File: src/hdl/mlfq_pkg.sv
// Shared types, codes and constants of the multilevel feedback queue scheduler.
package mlfq_pkg;

  // Queue levels and field widths
  localparam int LEVELS     = 3;
  localparam int LVL_W      = 2;
  localparam int BEST_W     = $clog2(LEVELS + 1);
  localparam int SLICE_W    = 8;
  localparam int HOLD_W     = 4;
  localparam int TICK_W     = 16;
  localparam int FUNC_W     = 3;
  localparam int SLOT_IN_W  = 6;
  localparam int CFG_IDX_W  = 2;
  localparam int CFG_DATA_W = 16;

  localparam logic [HOLD_W-1:0] HOLD_MAX = {HOLD_W{1'b1}};

  // Register reset values
  localparam logic [SLICE_W-1:0] SLICE0_RST = 8'd2;
  localparam logic [SLICE_W-1:0] SLICE1_RST = 8'd4;
  localparam logic [SLICE_W-1:0] SLICE2_RST = 8'd8;
  localparam logic [TICK_W-1:0]  BOOST_RST  = 16'd1000;

  // Command codes
  typedef enum logic [FUNC_W-1:0] {
    FN_TICK    = 3'd0,
    FN_YIELD   = 3'd1,
    FN_SET     = 3'd2,
    FN_HOLD    = 3'd3,
    FN_RELEASE = 3'd4
  } func_t;

  // Configuration register indexes
  typedef enum logic [CFG_IDX_W-1:0] {
    CFG_SLICE0 = 2'd0,
    CFG_SLICE1 = 2'd1,
    CFG_SLICE2 = 2'd2,
    CFG_BOOST  = 2'd3
  } cfg_reg_t;

  // Write request into the task table
  typedef struct packed {
    logic               lvl_we;
    logic               slc_we;
    logic               hld_we;
    logic               flag_we;
    logic               if_present;
    logic [LVL_W-1:0]   level;
    logic [SLICE_W-1:0] slice;
    logic [HOLD_W-1:0]  hold;
    logic               present;
    logic               ready;
  } tbl_wr_t;

  // Registered read result of the task table
  typedef struct packed {
    logic [LVL_W-1:0]   level;
    logic [SLICE_W-1:0] slice;
    logic [HOLD_W-1:0]  hold;
    logic               present;
    logic               ready;
  } tbl_rd_t;

  // Slice length for a level; every level past 1 uses the last register
  function automatic logic [SLICE_W-1:0] slice_for(
    input logic [LVL_W-1:0]   lvl,
    input logic [SLICE_W-1:0] s0,
    input logic [SLICE_W-1:0] s1,
    input logic [SLICE_W-1:0] s2
  );
    logic [SLICE_W-1:0] res;
    case (lvl)
      2'd0:    res = s0;
      2'd1:    res = s1;
      default: res = s2;
    endcase
    return res;
  endfunction

endpackage

File: src/hdl/mlfq_cmd_if.sv
// Command channel: valid/ready handshake with one scheduler command per transaction.
interface mlfq_cmd_if import mlfq_pkg::*; ();
  logic                 valid;
  logic                 ready;
  logic [FUNC_W-1:0]    func;
  logic [SLOT_IN_W-1:0] slot_index;
  logic                 slot_present;
  logic                 slot_ready;

  modport source (
    output valid, func, slot_index, slot_present, slot_ready,
    input  ready
  );
  modport sink (
    input  valid, func, slot_index, slot_present, slot_ready,
    output ready
  );
endinterface

File: src/hdl/mlfq_res_if.sv
// Result channel: valid/ready handshake carrying the running task after each command.
interface mlfq_res_if import mlfq_pkg::*; ();
  logic                 valid;
  logic                 ready;
  logic [SLOT_IN_W-1:0] running_slot;
  logic                 switched;
  logic [LVL_W-1:0]     running_level;

  modport source (
    output valid, running_slot, switched, running_level,
    input  ready
  );
  modport sink (
    input  valid, running_slot, switched, running_level,
    output ready
  );
endinterface

File: src/hdl/mlfq_ram.sv
// Generic simple dual-port RAM with one write port and a registered read port.
module mlfq_ram #(
  parameter int WIDTH = 8,
  parameter int DEPTH = 64
) (
  input  logic                     clk,
  input  logic                     we,
  input  logic [$clog2(DEPTH)-1:0] waddr,
  input  logic [WIDTH-1:0]         wdata,
  input  logic [$clog2(DEPTH)-1:0] raddr,
  output logic [WIDTH-1:0]         rdata
);

  logic [WIDTH-1:0] mem [DEPTH];

  // Write and registered read
  always_ff @(posedge clk) begin
    if (we) begin
      mem[waddr] <= wdata;
    end
    rdata <= mem[raddr];
  end

endmodule

File: src/hdl/mlfq_store.sv
// Task table: present/ready flags, entry valid bits and the level, slice and hold RAMs.
module mlfq_store import mlfq_pkg::*; #(
  parameter int TASK_SLOTS = 64
) (
  input  logic                          clk,
  input  logic                          rst,
  input  logic [$clog2(TASK_SLOTS)-1:0] wr_addr,
  input  tbl_wr_t                       wr,
  input  logic [$clog2(TASK_SLOTS)-1:0] rd_addr,
  output tbl_rd_t                       rd
);

  logic [TASK_SLOTS-1:0] present;
  logic [TASK_SLOTS-1:0] ready;
  logic [TASK_SLOTS-1:0] lvl_vld;
  logic [TASK_SLOTS-1:0] slc_vld;
  logic [TASK_SLOTS-1:0] hld_vld;

  logic               lvl_we;
  logic               slc_we;
  logic               new_task;
  logic               lvl_vld_q;
  logic               slc_vld_q;
  logic               hld_vld_q;
  logic               pres_q;
  logic               rdy_q;
  logic [LVL_W-1:0]   lvl_q;
  logic [SLICE_W-1:0] slc_q;
  logic [HOLD_W-1:0]  hld_q;

  // Gate boost writes by the present flag of the entry
  assign lvl_we   = wr.lvl_we && (!wr.if_present || present[wr_addr]);
  assign slc_we   = wr.slc_we && (!wr.if_present || present[wr_addr]);
  assign new_task = wr.flag_we && wr.present && !present[wr_addr];

  // Flags and valid bits; a new task drops its entries back to zero
  always_ff @(posedge clk) begin
    if (rst) begin
      present <= {{(TASK_SLOTS-1){1'b0}}, 1'b1};
      ready   <= {{(TASK_SLOTS-1){1'b0}}, 1'b1};
      lvl_vld <= '0;
      slc_vld <= '0;
      hld_vld <= '0;
    end else begin
      if (wr.flag_we) begin
        present[wr_addr] <= wr.present;
        ready[wr_addr]   <= wr.ready;
      end
      if (new_task) begin
        lvl_vld[wr_addr] <= 1'b0;
        slc_vld[wr_addr] <= 1'b0;
        hld_vld[wr_addr] <= 1'b0;
      end
      if (lvl_we) begin
        lvl_vld[wr_addr] <= 1'b1;
      end
      if (slc_we) begin
        slc_vld[wr_addr] <= 1'b1;
      end
      if (wr.hld_we) begin
        hld_vld[wr_addr] <= 1'b1;
      end
    end
  end

  // Sample flags alongside the RAM read
  always_ff @(posedge clk) begin
    lvl_vld_q <= lvl_vld[rd_addr];
    slc_vld_q <= slc_vld[rd_addr];
    hld_vld_q <= hld_vld[rd_addr];
    pres_q    <= present[rd_addr];
    rdy_q     <= ready[rd_addr];
  end

  mlfq_ram #(.WIDTH(LVL_W), .DEPTH(TASK_SLOTS)) u_lvl_ram (
    .clk   (clk),
    .we    (lvl_we),
    .waddr (wr_addr),
    .wdata (wr.level),
    .raddr (rd_addr),
    .rdata (lvl_q)
  );

  mlfq_ram #(.WIDTH(SLICE_W), .DEPTH(TASK_SLOTS)) u_slc_ram (
    .clk   (clk),
    .we    (slc_we),
    .waddr (wr_addr),
    .wdata (wr.slice),
    .raddr (rd_addr),
    .rdata (slc_q)
  );

  mlfq_ram #(.WIDTH(HOLD_W), .DEPTH(TASK_SLOTS)) u_hld_ram (
    .clk   (clk),
    .we    (wr.hld_we),
    .waddr (wr_addr),
    .wdata (wr.hold),
    .raddr (rd_addr),
    .rdata (hld_q)
  );

  // Unwritten entries read as zero
  assign rd.level   = lvl_vld_q ? lvl_q : '0;
  assign rd.slice   = slc_vld_q ? slc_q : '0;
  assign rd.hold    = hld_vld_q ? hld_q : '0;
  assign rd.present = pres_q;
  assign rd.ready   = rdy_q;

endmodule

File: src/hdl/mlfq_scan.sv
// Shared compare unit: keeps the first runnable slot at the lowest level seen in a scan.
module mlfq_scan import mlfq_pkg::*; #(
  parameter int TASK_SLOTS = 64
) (
  input  logic                          clk,
  input  logic                          init,
  input  logic [$clog2(TASK_SLOTS)-1:0] init_slot,
  input  logic                          step,
  input  logic                          cand,
  input  logic [$clog2(TASK_SLOTS)-1:0] slot,
  input  logic [LVL_W-1:0]              level,
  output logic [$clog2(TASK_SLOTS)-1:0] best_slot,
  output logic [BEST_W-1:0]             best_level
);

  // Start from the fallback slot, take a strictly better candidate
  always_ff @(posedge clk) begin
    if (init) begin
      best_slot  <= init_slot;
      best_level <= BEST_W'(LEVELS);
    end else if (step && cand && (BEST_W'(level) < best_level)) begin
      best_slot  <= slot;
      best_level <= BEST_W'(level);
    end
  end

endmodule

File: src/hdl/mlfq_task_scheduler_top.sv
// Top level of the multilevel feedback queue scheduler: sequencer, registers, result stage.
//
// Usage: commands arrive on cmd (tick, yield, set slot, preempt hold, preempt
// release) with a valid/ready handshake; each accepted transaction gives one
// result on res: the running slot, whether it changed, and its queue level.
// The user writes registers via cfg_wr_en/cfg_index/cfg_data only while idle (not enforced).
// One command is processed at a time; cmd.ready is high only in the idle state.
// A yield scans every slot for the next task. A tick that is not held adds a
// scan of every slot, and a boost adds a sweep of every slot before it. Both
// sweeps step one slot per cycle; the scan goes through the single read port
// of the task table and the one compare unit, the boost through its write port.
// Reset: flags show only slot 0 present and ready, all levels, slices and hold
// depths read zero, slot 0 runs, registers take their reset values.
// Stall: the result waits in an output register; the next command is still
// accepted, and its result is held back until the waiting one is taken.
module mlfq_task_scheduler_top import mlfq_pkg::*; #(
  parameter int TASK_SLOTS = 64
) (
  input  logic                  clk,
  input  logic                  rst,
  mlfq_cmd_if.sink              cmd,
  mlfq_res_if.source            res,
  input  logic                  cfg_wr_en,
  input  logic [CFG_IDX_W-1:0]  cfg_index,
  input  logic [CFG_DATA_W-1:0] cfg_data
);

  localparam int SLOT_W = $clog2(TASK_SLOTS);
  localparam logic [SLOT_W-1:0] LAST_SLOT = SLOT_W'(TASK_SLOTS - 1);

  typedef enum logic [12:0] {
    S_IDLE      = 13'b0000000000001,
    S_DECODE    = 13'b0000000000010,
    S_BOOST     = 13'b0000000000100,
    S_CUR_RD    = 13'b0000000001000,
    S_CUR_EV    = 13'b0000000010000,
    S_SCAN      = 13'b0000000100000,
    S_SCAN_END  = 13'b0000001000000,
    S_PICK      = 13'b0000010000000,
    S_PICK_FILL = 13'b0000100000000,
    S_HOLD_RD   = 13'b0001000000000,
    S_HOLD_WR   = 13'b0010000000000,
    S_REPORT_RD = 13'b0100000000000,
    S_REPORT    = 13'b1000000000000
  } state_t;

  state_t state;
  state_t state_next;

  // Control registers
  logic [SLOT_W-1:0]    cur;
  logic [TICK_W-1:0]    tick_count;
  logic [SLICE_W-1:0]   slice_level0;
  logic [SLICE_W-1:0]   slice_level1;
  logic [SLICE_W-1:0]   slice_level2;
  logic [TICK_W-1:0]    boost_period;
  logic                 out_valid;
  logic                 scan_pend;

  // Payload registers
  logic [FUNC_W-1:0]    lat_func;
  logic [SLOT_IN_W-1:0] lat_idx;
  logic                 lat_pres;
  logic                 lat_rdy;
  logic [SLOT_W-1:0]    prior_slot;
  logic                 pick_if_better;
  logic [LVL_W-1:0]     cur_lvl;
  logic [SLOT_W-1:0]    scan_addr;
  logic [SLOT_W-1:0]    scan_cnt;
  logic [SLOT_W-1:0]    scan_slot_q;
  logic [SLOT_IN_W-1:0] out_slot;
  logic                 out_switched;
  logic [LVL_W-1:0]     out_level;

  // Datapath signals
  tbl_wr_t              wr;
  tbl_rd_t              rd;
  logic [SLOT_W-1:0]    wr_addr;
  logic [SLOT_W-1:0]    rd_addr;
  logic                 scan_init;
  logic [SLOT_W-1:0]    best_slot;
  logic [BEST_W-1:0]    best_level;
  logic [TICK_W-1:0]    tick_inc;
  logic                 boost_hit;
  logic                 set_ok;
  logic [SLOT_W-1:0]    set_slot;
  logic [LVL_W-1:0]     demoted;
  logic                 report_go;

  function automatic logic [SLOT_W-1:0] next_slot(input logic [SLOT_W-1:0] s);
    return (s == LAST_SLOT) ? '0 : s + SLOT_W'(1);
  endfunction

  assign tick_inc  = tick_count + TICK_W'(1);
  assign boost_hit = (tick_inc >= boost_period);
  assign set_ok    = (int'(lat_idx) < TASK_SLOTS);
  assign set_slot  = SLOT_W'(lat_idx);
  assign demoted   = (rd.level < LVL_W'(LEVELS - 1)) ? rd.level + LVL_W'(1) : rd.level;
  assign report_go = !out_valid || res.ready;

  assign cmd.ready         = (state == S_IDLE);
  assign res.valid         = out_valid;
  assign res.running_slot  = out_slot;
  assign res.switched      = out_switched;
  assign res.running_level = out_level;

  // Sequencer: next state, table accesses and scan start
  always_comb begin
    state_next = state;
    wr         = '0;
    wr_addr    = cur;
    rd_addr    = cur;
    scan_init  = 1'b0;
    case (state)
      S_IDLE: begin
        if (cmd.valid) begin
          state_next = S_DECODE;
        end
      end
      S_DECODE: begin
        case (lat_func)
          FN_TICK: begin
            state_next = boost_hit ? S_BOOST : S_CUR_RD;
          end
          FN_YIELD: begin
            wr.slc_we  = 1'b1;
            wr.slice   = '0;
            scan_init  = 1'b1;
            state_next = S_SCAN;
          end
          FN_SET: begin
            if (set_ok) begin
              wr.flag_we = 1'b1;
              wr.present = lat_pres;
              wr.ready   = lat_rdy;
              wr_addr    = set_slot;
            end
            state_next = S_REPORT_RD;
          end
          FN_HOLD, FN_RELEASE: begin
            state_next = S_HOLD_RD;
          end
          default: begin
            state_next = S_REPORT_RD;
          end
        endcase
      end
      S_BOOST: begin
        wr_addr       = scan_addr;
        wr.lvl_we     = 1'b1;
        wr.level      = '0;
        wr.slc_we     = 1'b1;
        wr.slice      = slice_level0;
        wr.if_present = 1'b1;
        if (scan_addr == LAST_SLOT) begin
          state_next = S_CUR_RD;
        end
      end
      S_CUR_RD: begin
        state_next = S_CUR_EV;
      end
      S_CUR_EV: begin
        wr.slc_we = 1'b1;
        if (rd.slice <= SLICE_W'(1)) begin
          wr.lvl_we = 1'b1;
          wr.level  = demoted;
          wr.slice  = slice_for(demoted, slice_level0, slice_level1, slice_level2);
        end else begin
          wr.slice  = rd.slice - SLICE_W'(1);
        end
        if (rd.hold == '0) begin
          scan_init  = 1'b1;
          state_next = S_SCAN;
        end else begin
          state_next = S_REPORT_RD;
        end
      end
      S_SCAN: begin
        rd_addr = scan_addr;
        if (scan_cnt == LAST_SLOT) begin
          state_next = S_SCAN_END;
        end
      end
      S_SCAN_END: begin
        state_next = S_PICK;
      end
      S_PICK: begin
        rd_addr = best_slot;
        if (pick_if_better && !(best_level < BEST_W'(cur_lvl))) begin
          state_next = S_REPORT_RD;
        end else begin
          state_next = S_PICK_FILL;
        end
      end
      S_PICK_FILL: begin
        wr_addr = best_slot;
        if (rd.slice == '0) begin
          wr.slc_we = 1'b1;
          wr.slice  = slice_for(rd.level, slice_level0, slice_level1, slice_level2);
        end
        state_next = S_REPORT_RD;
      end
      S_HOLD_RD: begin
        state_next = S_HOLD_WR;
      end
      S_HOLD_WR: begin
        if (lat_func == FN_HOLD) begin
          if (rd.hold != HOLD_MAX) begin
            wr.hld_we = 1'b1;
            wr.hold   = rd.hold + HOLD_W'(1);
          end
        end else if (rd.hold != '0) begin
          wr.hld_we = 1'b1;
          wr.hold   = rd.hold - HOLD_W'(1);
        end
        state_next = S_REPORT_RD;
      end
      S_REPORT_RD: begin
        state_next = S_REPORT;
      end
      S_REPORT: begin
        if (report_go) begin
          state_next = S_IDLE;
        end
      end
      default: begin
        state_next = S_IDLE;
      end
    endcase
  end

  // Control state, registers and output valid
  always_ff @(posedge clk) begin
    if (rst) begin
      state        <= S_IDLE;
      cur          <= '0;
      tick_count   <= '0;
      slice_level0 <= SLICE0_RST;
      slice_level1 <= SLICE1_RST;
      slice_level2 <= SLICE2_RST;
      boost_period <= BOOST_RST;
      out_valid    <= 1'b0;
      scan_pend    <= 1'b0;
    end else begin
      state     <= state_next;
      scan_pend <= (state == S_SCAN);
      if (cfg_wr_en) begin
        case (cfg_index)
          CFG_SLICE0: slice_level0 <= cfg_data[SLICE_W-1:0];
          CFG_SLICE1: slice_level1 <= cfg_data[SLICE_W-1:0];
          CFG_SLICE2: slice_level2 <= cfg_data[SLICE_W-1:0];
          CFG_BOOST:  boost_period <= cfg_data[TICK_W-1:0];
          default: ;
        endcase
      end
      if (state == S_DECODE && lat_func == FN_TICK) begin
        tick_count <= boost_hit ? '0 : tick_inc;
      end
      if (state == S_PICK_FILL) begin
        cur <= best_slot;
      end
      if (state == S_REPORT && report_go) begin
        out_valid <= 1'b1;
      end else if (out_valid && res.ready) begin
        out_valid <= 1'b0;
      end
    end
  end

  // Latch the command, walk the scan and boost index, load the result
  always_ff @(posedge clk) begin
    if (state == S_IDLE && cmd.valid) begin
      lat_func   <= cmd.func;
      lat_idx    <= cmd.slot_index;
      lat_pres   <= cmd.slot_present;
      lat_rdy    <= cmd.slot_ready;
      prior_slot <= cur;
    end
    if (state == S_DECODE) begin
      pick_if_better <= 1'b0;
    end
    if (state == S_CUR_EV) begin
      pick_if_better <= (rd.slice > SLICE_W'(1));
      cur_lvl        <= rd.level;
    end
    if (scan_init) begin
      scan_addr <= next_slot(cur);
      scan_cnt  <= '0;
    end else if (state == S_DECODE) begin
      scan_addr <= '0;
    end else if (state == S_BOOST || state == S_SCAN) begin
      scan_addr <= next_slot(scan_addr);
      scan_cnt  <= scan_cnt + SLOT_W'(1);
    end
    scan_slot_q <= scan_addr;
    if (state == S_REPORT && report_go) begin
      out_slot     <= SLOT_IN_W'(cur);
      out_switched <= (cur != prior_slot);
      out_level    <= rd.level;
    end
  end

  mlfq_store #(.TASK_SLOTS(TASK_SLOTS)) u_store (
    .clk     (clk),
    .rst     (rst),
    .wr_addr (wr_addr),
    .wr      (wr),
    .rd_addr (rd_addr),
    .rd      (rd)
  );

  mlfq_scan #(.TASK_SLOTS(TASK_SLOTS)) u_scan (
    .clk        (clk),
    .init       (scan_init),
    .init_slot  (cur),
    .step       (scan_pend),
    .cand       (rd.present && rd.ready),
    .slot       (scan_slot_q),
    .level      (rd.level),
    .best_slot  (best_slot),
    .best_level (best_level)
  );

endmodule

File: src/flat_wrapper.sv
// flat-port wrapper written by rule: the top's interface ports become plain ports
module mlfq_task_scheduler_top_flat import mlfq_pkg::*;
#(
  parameter int TASK_SLOTS = 64
)
  (clk, rst, cfg_wr_en, cfg_index, cfg_data, cmd_valid, cmd_func, cmd_slot_index, cmd_slot_present, cmd_slot_ready, cmd_ready, res_valid, res_running_slot, res_switched, res_running_level, res_ready);
  mlfq_cmd_if cmd_i ();
  mlfq_res_if res_i ();
  input  logic clk;
  input  logic rst;
  input  logic cfg_wr_en;
  input  logic [CFG_IDX_W-1:0] cfg_index;
  input  logic [CFG_DATA_W-1:0] cfg_data;
  input wire logic [$bits(cmd_i.valid)-1:0] cmd_valid;
  input wire logic [$bits(cmd_i.func)-1:0] cmd_func;
  input wire logic [$bits(cmd_i.slot_index)-1:0] cmd_slot_index;
  input wire logic [$bits(cmd_i.slot_present)-1:0] cmd_slot_present;
  input wire logic [$bits(cmd_i.slot_ready)-1:0] cmd_slot_ready;
  output wire logic [$bits(cmd_i.ready)-1:0] cmd_ready;
  output wire logic [$bits(res_i.valid)-1:0] res_valid;
  output wire logic [$bits(res_i.running_slot)-1:0] res_running_slot;
  output wire logic [$bits(res_i.switched)-1:0] res_switched;
  output wire logic [$bits(res_i.running_level)-1:0] res_running_level;
  input wire logic [$bits(res_i.ready)-1:0] res_ready;
  assign cmd_i.valid = cmd_valid;
  assign cmd_i.func = cmd_func;
  assign cmd_i.slot_index = cmd_slot_index;
  assign cmd_i.slot_present = cmd_slot_present;
  assign cmd_i.slot_ready = cmd_slot_ready;
  assign cmd_ready = cmd_i.ready;
  assign res_valid = res_i.valid;
  assign res_running_slot = res_i.running_slot;
  assign res_switched = res_i.switched;
  assign res_running_level = res_i.running_level;
  assign res_i.ready = res_ready;
  mlfq_task_scheduler_top #(.TASK_SLOTS(TASK_SLOTS)) u_core (.clk(clk), .rst(rst), .cmd(cmd_i), .res(res_i), .cfg_wr_en(cfg_wr_en), .cfg_index(cfg_index), .cfg_data(cfg_data));
endmodule
File: config.mk
export PLATFORM = sky130hd
export DESIGN_NAME = mlfq_task_scheduler_top_flat
export DESIGN_NICKNAME = d
export VERILOG_FILES = /design/src/hdl/mlfq_pkg.sv /design/src/hdl/mlfq_cmd_if.sv /design/src/hdl/mlfq_res_if.sv /design/src/hdl/mlfq_ram.sv /design/src/hdl/mlfq_store.sv /design/src/hdl/mlfq_scan.sv /design/src/hdl/mlfq_task_scheduler_top.sv /design/src/flat_wrapper.sv
export SDC_FILE = /design/constraint.sdc
export NUM_CORES = 2
export LEC_CHECK = 0
export BUFFER_PORTS_ARGS = -buffer_cell sky130_fd_sc_hd__buf_2
export CAP_MARGIN = 10
export CORE_MARGIN = 2
export CORE_UTILIZATION = 33
export DETAILED_ROUTE_END_ITERATION = 10
export PLACE_DENSITY = 0.47
export REMOVE_ABC_BUFFERS = 1
export SETUP_SLACK_MARGIN = 0.2
export SYNTH_ARGS = -nofsm -noshare
export SYNTH_HDL_FRONTEND = slang
export SYNTH_HIERARCHICAL = 1
export SYNTH_SLANG_ARGS = --single-unit
export TNS_END_PERCENT = 30
File: constraint.sdc
create_clock -name clk -period 7.9 [get_ports clk]
set_input_delay 0.395 -clock clk [delete_from_list [all_inputs] [get_ports clk]]
set_output_delay 0.395 -clock clk [all_outputs]
set_load 0.005 [all_outputs]
==> impl_results.rst <==
.. list-table::
   :header-rows: 1

   * - Metric
     - Value
   * - Outcome
     - completed
   * - Mapped Area
     - roughly 59000 sq um
   * - # IOs
     - between 40 and 50
   * - Clock period minus final worst setup slack
     - slightly below 7 ns
   * - Max_slew headroom
     - 22.0%
   * - Type of origin of the critical path
     - register
   * - Worst Skew
     - approximately 0.055 ns
   * - Endpoint class of the critical path
     - register
   * - Non-filler cells, final
     - 6799
   * - Slew of the pin with the lowest slew margin
     - 1.17 ns
   * - Worst hold start
     - cfg_index[0]
   * - Count of routing violations after the opening detailed-route iteration
     - 3285
   * - Routed vias/inst
     - 5.39
   * - Largest delay contributor family on the critical path
     - simple AND/OR/NAND/NOR gates
   * - Hold Violations, Final
     - 0
   * - Share of layout cells above drive strength 1
     - between 15 and 20%
   * - Number of register bits inferred by synthesis
     - 1367
   * - DR pass1 iterations
     - 7
   * - # nets final
     - 4386
   * - First-pass GRT wire length
     - around 250000 um
   * - Sequential fraction of the synthesis area
     - 62.1%
   * - Total chip power
     - around 15 mW
   * - Most frequent standard cell in the layout excluding fill and tap cells
     - sky130_fd_sc_hd__edfxtp_1
   * - End of the worst register-to-register path
     - u_core/u_store/u_slc_ram/mem[58][1]$_DFFE_PP_
   * - Pleak
     - between 15 and 20 nW
   * - Final clock period utilization by the worst path
     - around nine tenths
   * - Instance count along the most critical hold path
     - 4
   * - Clk sink count
     - roughly 1400
   * - Deepest level of the CTS H-tree
     - 4
   * - CTS resizes
     - 0
   * - Post-route antenna net violation count
     - 0
   * - Sink of the worst hold path
     - u_core/slice_level2[5]$_SDFFE_PP0P_
   * - Post-detailed-routing wire length
     - between 150000 and 200000 um
   * - YS warnings
     - 6
   * - Half-perimeter wire length after placement
     - approximately 100000 um
   * - Hold slack
     - about 0.075 ns
   * - Hold buffer count at CTS
     - 31
   * - Die boundary width
     - approximately 430 um
   * - Number of maximum-capacitance violations
     - 0
   * - Layout overhead on the synthesized area
     - 14.3%
   * - CTS tree
     - built
   * - CP peak stage delay
     - about 0.64 ns
   * - Unrepaired setup endpoints after global routing
     - no
   * - Final GP Congestion
     - between 0.8 and 0.9
   * - Cells along the critical path
     - or4_4 -> or4_4 -> nor4b_4 -> nor3_2 -> a221o_4 -> inv_1 -> a21oi_1 -> o41ai_2 -> nand4_1 -> nor3_1 -> nor2b_1 -> buf_4 -> nor2b_1 -> nand2_1 -> nor2_1
   * - Kind of critical path
     - register to register
   * - Antenna violations before repair
     - 1
   * - Inserted Clock Buffers
     - 154
   * - Clock latency of the later-clocked register in the worst-skew pair
     - ~0.82 ns
   * - Number of instances in the synthesized netlist
     - around 4300
   * - Required time of the worst setup path
     - between 8 and 9 ns
   * - Overall die height
     - ~430 um
   * - Library cell used as clock root buffer
     - sky130_fd_sc_hd__clkbuf_16
   * - Synthesized area per cell
     - 13.9 sq um
   * - Die ar.
     - 183000 sq um
   * - Data arrival, critical path
     - between 7 and 8 ns
   * - Total number of vias
     - between 30000 and 40000
   * - Most used cells in the layout excluding fill and tap cells
     - sky130_fd_sc_hd__edfxtp_1 (937), sky130_fd_sc_hd__dfxtp_1 (430), sky130_fd_sc_hd__nor2_1 (397), sky130_fd_sc_hd__mux4_2 (305), sky130_fd_sc_hd__nand2_1 (299)
   * - Post-CTS Setup Inserts
     - 0
   * - Number of placed cells counting well taps
     - 6490
   * - Worst voltage drop across the vdd grid
     - ~0.21 mV
   * - Final slew viol count
     - 0
   * - FF+latch area
     - around 37000 sq um
   * - Remaining global-route overflow
     - 0
   * - Post-synth ARST share
     - 0%
   * - Clock-pin slew on the worst setup and hold paths
     - approximately 0.060 ns
   * - Total track usage
     - between 10% and 20%
   * - Sum of negative setup slack
     - 0 ns
   * - PortBufs
     - 44
   * - Core area
     - around 180000 sq um
   * - Peak Freq
     - 0.144 GHz
   * - Critical path's slowest cell
     - sky130_fd_sc_hd__or4_4
   * - Site Rows
     - roughly 160
   * - Number of remaining DRC errors
     - 0
   * - Pin count of the biggest net entering global routing
     - roughly 100
   * - Post-synthesis cell type count
     - 97
   * - Final core utilization
     - between 30% and 40%
   * - Worst Hold Class
     - primary input to register
   * - Startpoint of the most critical register-to-register path
     - u_core/state[4]$_SDFFE_PP0P_
   * - Count of flip-flops with a built-in enable after synthesis
     - approximately 940
   * - Total of fill cells in the finished design
     - 16787
   * - Drt wl/cell
     - between 20 and 25 um
   * - Commonest register cell after synthesis
     - sky130_fd_sc_hd__edfxtp_1
   * - Initial cell density of the core
     - between 30% and 40%
   * - Multi-input gate area in the final layout
     - 20200 sq um
   * - FF-to-FF setup slack
     - between 0.9 and 1 ns
   * - Maximum fanout count along the critical path
     - 52
   * - Total of endpoints with negative setup slack in the final report
     - 0
   * - Worst path bufs/invs
     - 2
   * - Number of global-route vias before repair
     - around 37000
   * - Logic depth of the worst register-to-register path
     - 15
   * - Number of buffers on the longest clock path
     - 3
   * - Pwr Density
     - roughly 220 nW/um^2
## routing by layer
metal	track usage, %	vias up	wire length [um]
met1	25.7	18851	76700
li1	-	16554	-
met5	0	-	11
met3	3.09	229	9120
met4	5.75	2	4500
met2	28.3	1040	76300
## area by class of cell
class / count / share of cell area (%)
timing repair buffer: 204 / 2.40
inverter: 241 / 1.34
tap: 2355 / 4.36
antenna: 1 / 0.00370
clock buffer: 204 / 6.27
sequential: 1367 / 54.3
clock inverter: 72 / 1.44
multi-input combinational: 2355 / 29.8
## cell usage after synthesis (all sizes together), types with 10 or more instances
master / instances / area share [%]
o32ai: 203 / 3.0
xnor2: 21 / 0.31
a22oi: 31 / 0.39
mux2i: 152 / 2.6
or3: 18 / 0.19
inv: 241 / 1.5
ha: 29 / 0.61
o211ai: 13 / 0.16
nor2b: 39 / 0.41
nand3: 142 / 1.2
o221ai: 11 / 0.16
nand2: 307 / 1.9
and3: 12 / 0.13
nand4: 27 / 0.29
or3b: 11 / 0.16
a31oi: 16 / 0.17
edfxtp: 937 / 48
and2: 28 / 0.30
o22ai: 16 / 0.18
mux4: 320 / 12
buf: 117 / 1.5
clkbuf: 189 / 1.2
mux2: 25 / 0.51
o21ai: 33 / 0.29
nand2b: 25 / 0.28
a21oi: 135 / 1.1
xor2: 16 / 0.24
nand3b: 31 / 0.41
a22o: 11 / 0.16
nor2: 402 / 2.6
a211oi: 15 / 0.19
nor3: 95 / 0.81
dfxtp: 430 / 15
a221o: 10 / 0.17
nor4: 32 / 0.37
## worst max path at each step
| stage | start | to | slack (ns) | cells after the start |
|---|---|---|---|---|
| after floorplan | u_core/state[0]$_SDFFE_PP1P_ | u_core/u_store/u_hld_ram/rdata[0]$_DFF_P_ | -7.85 | 10 |
| after global placement | u_core/state[4]$_SDFFE_PP0P_ | u_core/u_store/u_slc_ram/mem[8][2]$_DFFE_PP_ | 1.20 | 15 |
| after detailed placement | u_core/state[4]$_SDFFE_PP0P_ | u_core/u_store/u_slc_ram/mem[58][0]$_DFFE_PP_ | 1.06 | 15 |
| after CTS | u_core/state[4]$_SDFFE_PP0P_ | u_core/u_store/u_slc_ram/mem[58][2]$_DFFE_PP_ | 1.02 | 15 |
| after global routing | u_core/state[4]$_SDFFE_PP0P_ | u_core/u_store/u_slc_ram/mem[58][1]$_DFFE_PP_ | 0.61 | 15 |
| final | u_core/state[4]$_SDFFE_PP0P_ | u_core/u_store/u_slc_ram/mem[58][1]$_DFFE_PP_ | 0.94 | 15 |
## flip-flops by register name, summed over array words and instances (netlist names), 8 cells and up
name                            count
u_core/u_store/u_slc_ram/rdata      8
u_core/u_store/hld_vld             64
u_core/u_store/u_hld_ram/mem      256
u_core/boost_period                16
u_core/u_store/slc_vld             64
u_core/slice_level2                 8
u_core/state                       13
u_core/u_store/u_lvl_ram/mem      128
u_core/slice_level1                 8
u_core/u_store/ready               64
u_core/tick_count                  16
u_core/u_store/u_slc_ram/mem      512
u_core/u_store/lvl_vld             64
u_core/u_store/present             64
u_core/slice_level0                 8
## worst register-to-register path, cell delays in order (launching register included)
cell                      delay, ns
sky130_fd_sc_hd__dfxtp_1       0.45
sky130_fd_sc_hd__or4_4         0.62
sky130_fd_sc_hd__or4_4         0.65
sky130_fd_sc_hd__nor4b_4       0.62
sky130_fd_sc_hd__nor3_2        0.18
sky130_fd_sc_hd__a221o_4       0.64
sky130_fd_sc_hd__inv_1         0.49
sky130_fd_sc_hd__a21oi_1       0.11
sky130_fd_sc_hd__o41ai_2       0.44
sky130_fd_sc_hd__nand4_1       0.36
sky130_fd_sc_hd__nor3_1        0.57
sky130_fd_sc_hd__nor2b_1       0.10
sky130_fd_sc_hd__buf_4         0.19
sky130_fd_sc_hd__nor2b_1       0.17
sky130_fd_sc_hd__nand2_1       0.62
sky130_fd_sc_hd__nor2_1        0.40
## power breakdown
part | internal [mW] | switching [mW] | total (mW) | leakage, nW
logic | 0.0647 | 0.125 | 0.189 | 5.99
clock network | 4.32 | 3.01 | 7.33 | 2.51
registers | 7.58 | 0.0239 | 7.61 | 10.1
total | 12.0 | 3.16 | 15.1 | 18.6
## logic make-up (layout without fill, tap and decap cells)
| group | after synthesis | count (layout) | synth area share, % |
|---|---|---|---|
| buf+inv | 547 | 721 | 4.28 |
| other cells | 0 | 1 | 0 |
| fa+ha+maj | 29 | 29 | 0.613 |
| simple gates | 1220 | 1220 | 9.79 |
| flops | 1367 | 1367 | 62.1 |
| mux | 497 | 497 | 15.4 |
| xor+xnor | 37 | 37 | 0.548 |
| compound gates | 572 | 572 | 7.29 |
## metrics by stage
| stage | setup slack [ns] | instance area [sq um] |
|---|---|---|
| after detailed placement | 1.06 | 62100 |
| after CTS | 1.02 | 67600 |
| after floorplan | -7.85 | 57500 |
| final | 0.936 | 67600 |
| after global routing | 0.613 | 67600 |
| after global placement | 1.20 | 62100 |
Power figures use the tool's default switching activity.
